[src/hdl/tsc_ram.sv]
// generic single-port-write, single-port-read ram with registered read data
// no dependencies; read returns the old contents on a same-cycle write
`default_nettype none

module tsc_ram #(
    parameter int WIDTH = 8,
    parameter int DEPTH = 16,
    parameter int AW    = (DEPTH > 1) ? $clog2(DEPTH) : 1
) (
    input  wire logic             i_clk,
    input  wire logic             i_we,
    input  wire logic [AW-1:0]    i_waddr,
    input  wire logic [WIDTH-1:0] i_wdata,
    input  wire logic             i_re,
    input  wire logic [AW-1:0]    i_raddr,
    output logic      [WIDTH-1:0] o_rdata
);

    logic [WIDTH-1:0] r_mem [DEPTH];

    always_ff @(posedge i_clk) begin
        if (i_we) begin
            r_mem[i_waddr] <= i_wdata;
        end
        if (i_re) begin
            o_rdata <= r_mem[i_raddr];
        end
    end

endmodule

`default_nettype wire

[config.mk]
export PLATFORM = sky130hd
export DESIGN_NAME = tsc_ram
export DESIGN_NICKNAME = d
export VERILOG_FILES = /design/src/hdl/tsc_ram.sv
export SDC_FILE = /design/constraint.sdc
export NUM_CORES = 1
export LEC_CHECK = 0
export BUFFER_PORTS_ARGS = -buffer_cell sky130_fd_sc_hd__buf_4
export CAP_MARGIN = 20
export CELL_PAD_IN_SITES_DETAIL_PLACEMENT = 2
export CELL_PAD_IN_SITES_GLOBAL_PLACEMENT = 2
export CORE_ASPECT_RATIO = 1.4
export CORE_MARGIN = 8
export CORE_UTILIZATION = 35
export CTS_CLUSTER_DIAMETER = 120
export DETAILED_ROUTE_END_ITERATION = 10
export PLACE_DENSITY = 0.66
export SLEW_MARGIN = 20
export SYNTH_ARGS = -nofsm -noshare
export SYNTH_HDL_FRONTEND = slang
export SYNTH_SLANG_ARGS = --single-unit
[constraint.sdc]
create_clock -name i_clk -period 1.75 [get_ports i_clk]
set_input_delay 0.35 -clock i_clk [delete_from_list [all_inputs] [get_ports i_clk]]
set_output_delay 0.35 -clock i_clk [all_outputs]
set_load 0.1 [all_outputs]
* After elaboration in Yosys (flattened, before gate mapping)
Memories as Yosys holds them, arrays and structs flattened. A register that Yosys moved wholly into a read port is not among the register bits.
Index checks and enable logic that the tools add are counted.
Widths: inputs -> output; s select.
** Word-level totals
- Flip-flop bits (word level) :: 0
- Bits in latches :: 0
- RAM bits :: 128
- Bits in read-only memories :: 0
- Bits of input ports :: 19
- Output and inout bits :: 8
- Logic and storage cells :: 3
- Memories :: 1
** Operators by class
- Add/subtract/negate cells :: 0
- $mul :: 0
- Divide/modulo/power cells :: 0
- Magnitude comparators :: 0
- Equal/unequal tests :: 0
- Shifts and indexed selects :: 0
- Multiplexer cells :: 2
- Bitwise operators :: 0
- Reduce and logical (&&, ||, !) cells :: 0
** Memory list
- r_mem :: words 16, width 8, rd ports 1, clocked after Yosys merged registers in 1, write ports 1, RTL line 19 : logic [WIDTH-1:0] r_mem [DEPTH];
** Operators with widths (number)
- $mux 1 :: 2

* Logic depth before layout (Yosys ltp)
- Word-level depth :: 2
- Depth in mapped cells :: 5
- Mapped depth without buffers :: 3

* Worst setup path before layout
Ideal clock, no wire load.
- Path kind :: in2reg
- Start point :: input port i_waddr[2]
- End point :: memory r_mem[0][0] (enable)
- Library setup time :: 383 ps
- Arrival time :: 1460 ps
- Data required time :: 1367 ps
- Setup slack :: -93 ps
- Stages :: 2
- Path buffers :: 0
- Cells stage by stage :: or3b_2 > nor3_1
** RTL lines
- from (decl) :: RTL line 12 : input wire logic [AW-1:0] i_waddr,
- to (decl) :: RTL line 19
Straight into the memory's write port.

==> results by group <==
Outcome
  – Status: finished clean

Place
  – Gpl congestion: 0.729
  – Port-buffer cells: 26
  – Hpwl dp: 8.91 mm

Routing
  – Routed Antenna Nets: 0
  – Avg WL per Cell: 25.6 um
  – DRC errors left: 0
  – Routed wire length: 12.9 mm
  – Via count: 2,596
  – DR iter-0 viols: 159
  – DR pass1 iterations: 4
  – Vias/cell: 5.17

Pwr
  – Peak VDD IR: 0.000632 V
  – Lkg Pwr: 2.20 nW
  – PD cells: 1200 nW/um^2
  – Final Power: 7.75 mW

STA
  – Setup TNS: 0 ns
  – Crit path time final: 1.64 ns
  – Worst-Margin Slew: 0.792 ns
  – Worst slew margin: 0.470
  – Final setup fails: 0
  – Max-slew violations: 0
  – Max Clock Freq: 611 MHz
  – Hold WS: 0.244 ns
  – Final Cycle Share: 0.935
  – Clk_skew: 0.0186 ns
  – Final hold vios: 0
  – RSZ-0062 raised after global routing: no

Floorplan
  – Die area: 19,200 sq um
  – Die Height: 161 um
  – Std-Cell Rows: 53
  – Boundary Pins: 27
  – Initial Util: 0.353
  – Core Region: 14,800 sq um
  – Chip Width: 119 um

Synth
  – Post-synth cell types: 18
  – Synth Instances: 229
  – Syn Nets: 248
  – Synth Register Bits: 136
  – Post-Synth XOR/XNOR Area: 0
  – Main combinational cell family by area after synthesis: multiplexers
  – Sequential share of the synthesized area: 0.781
  – Post-Synth Simple-Gate Area: 0.0314
  – Compound-Gate Fraction of Synth Area: 0.0230
  – Syn Std Cell Area: 5230 sq um
  – Mux cell area share after synthesis: 0.148
  – Adder-Cell Fraction of Synth Area: 0
  – Synth warn: 0
  – Syn_area_per_cell: 22.8 sq um

GRT
  – Largest net degree at the start of global routing: 17
  – First-pass GRT wire length: 19.8 mm
  – Total grt overflow: 0
  – Overall routing resource usage: 0.144
  – Initial antenna violation count: 0
  – Vias in the first global route: 2,988

Min path
  – Hold Path Class: in2reg

Setup path
  – CP required: 1.91 ns
  – Worst Path Arrival: 1.79 ns
  – Startpoint types: register
  – Slowest stage delay, CP: 0.54 ns
  – Crit Path Max Fanout: 1
  – Worst path slowest cell: mux4_1
  – CP cell instances: mux4_1, a22oi_1, nand2_1
  – CP Capture Type: register
  – Crit path kind: reg2reg

Layout
  – Commonest non-fill, non-tap cell in the layout: edfxtp_1
  – Area added between synthesis and finish: 23.2%
  – Filler cells: 1,338
  – Fraction of final layout cells sized beyond drive strength 1: 0.345
  – Final nets: 316
  – Area of the multi-input gates: 1060 sq um
  – Commonest cells after routing, fill and taps aside: edfxtp_1, buf_4, mux4_2, clkbuf_16, a22oi_1
  – Core Util, Final: 0.436
  – N_diodes: 0
  – Reg area: 4080 sq um

Clock tree
  – Clk pin slew, worst setup/hold paths: 0.06 ns
  – Post-CTS Hold Buffers: 0
  – H-tree Lvls: 4
  – Root buf cell: clkbuf_16
  – # resized after CTS: 0
  – Clock latency on the worst-skew pair: 0.42 ns
  – CTS tree: built
  – Clk buf depth: 2
  – Total CTS buffers: 17
  – Postcts setup bufs: 0
  – Clk sink count: 136

Job
  – Max Cap Violations: 0
## metal layers
layer,vias up,GRT usage,share of wire
li1,1116,-,-
met1,1407,0.171,0.42
met2,57,0.243,0.53
met3,16,0.0285,0.029
met4,0,0.0750,0.024
met5,-,0,0
## cell families (layout without fill, tap and decap cells)
kind of cell / Yosys count / in the layout
flops: 136 / 136
simple gates: 35 / 35
mux: 32 / 32
compound gates: 16 / 16
buf+inv: 10 / 91
## cell usage after synthesis
cell	n	area [sq um]
edfxtp_1	136	4080
mux4_2	18	405
a22oi_1	16	120
mux4_1	14	368
nor2_1	13	48.8
nand2_1	9	33.8
nor3_1	4	20.0
buf_2	3	15.0
buf_6	3	33.8
clkdlybuf4s25_2	3	30.0
nand2b_1	2	12.5
nand3b_1	2	15.0
and2_1	1	6.26
and2b_1	1	7.51
buf_4	1	7.51
nand3_1	1	5.00
nor2b_1	1	6.26
or3b_2	1	8.76
## through the flow
stage               area [sq um]  cells  setup WS [ns]
floorplan                   5230    229          0.118
global placement            5850    470         -0.163
detailed placement          5850    470         -0.203
CTS                         6440    502          0.152
global route                6440    502          0.115
finish                      6440    502          0.115
## power by group
group	internal [mW]	total (mW)	switching (mW)
sequential	3.67	3.69	0.0217
combinational	0.179	0.502	0.323
clock	2.22	3.55	1.33
## critical path, delay by kind of cell, from the launching register on
family | cells | cell delay [ns]
DFF | 1 | 0.39
and+or+nand+nor | 1 | 0.09
muxes | 1 | 0.54
AOI/OAI and AO/OA | 1 | 0.36
## layout make-up
type,instances,area share
clock buffer,18,0.0666
clock inverter,14,0.0245
multi-input combinational,83,0.165
sequential,136,0.634
tap,192,0.0373
timing repair buffer,59,0.0726
## state kept, by name, summed over array words and instances, names as in the netlist
name	cells
r_mem	128
o_rdata	8
## path summary, 6_finish.rpt
check             slack, ns  cells after the start         start         end
hold / removal         0.24                      1          i_re  o_rdata[4]
setup / recovery       0.11                      3   r_mem[1][5]  o_rdata[5]
hold reg to reg        0.75                      3  r_mem[15][3]  o_rdata[3]
setup reg to reg       0.11                      3   r_mem[1][5]  o_rdata[5]
No activity file was read; power rests on OpenSTA's default activity.
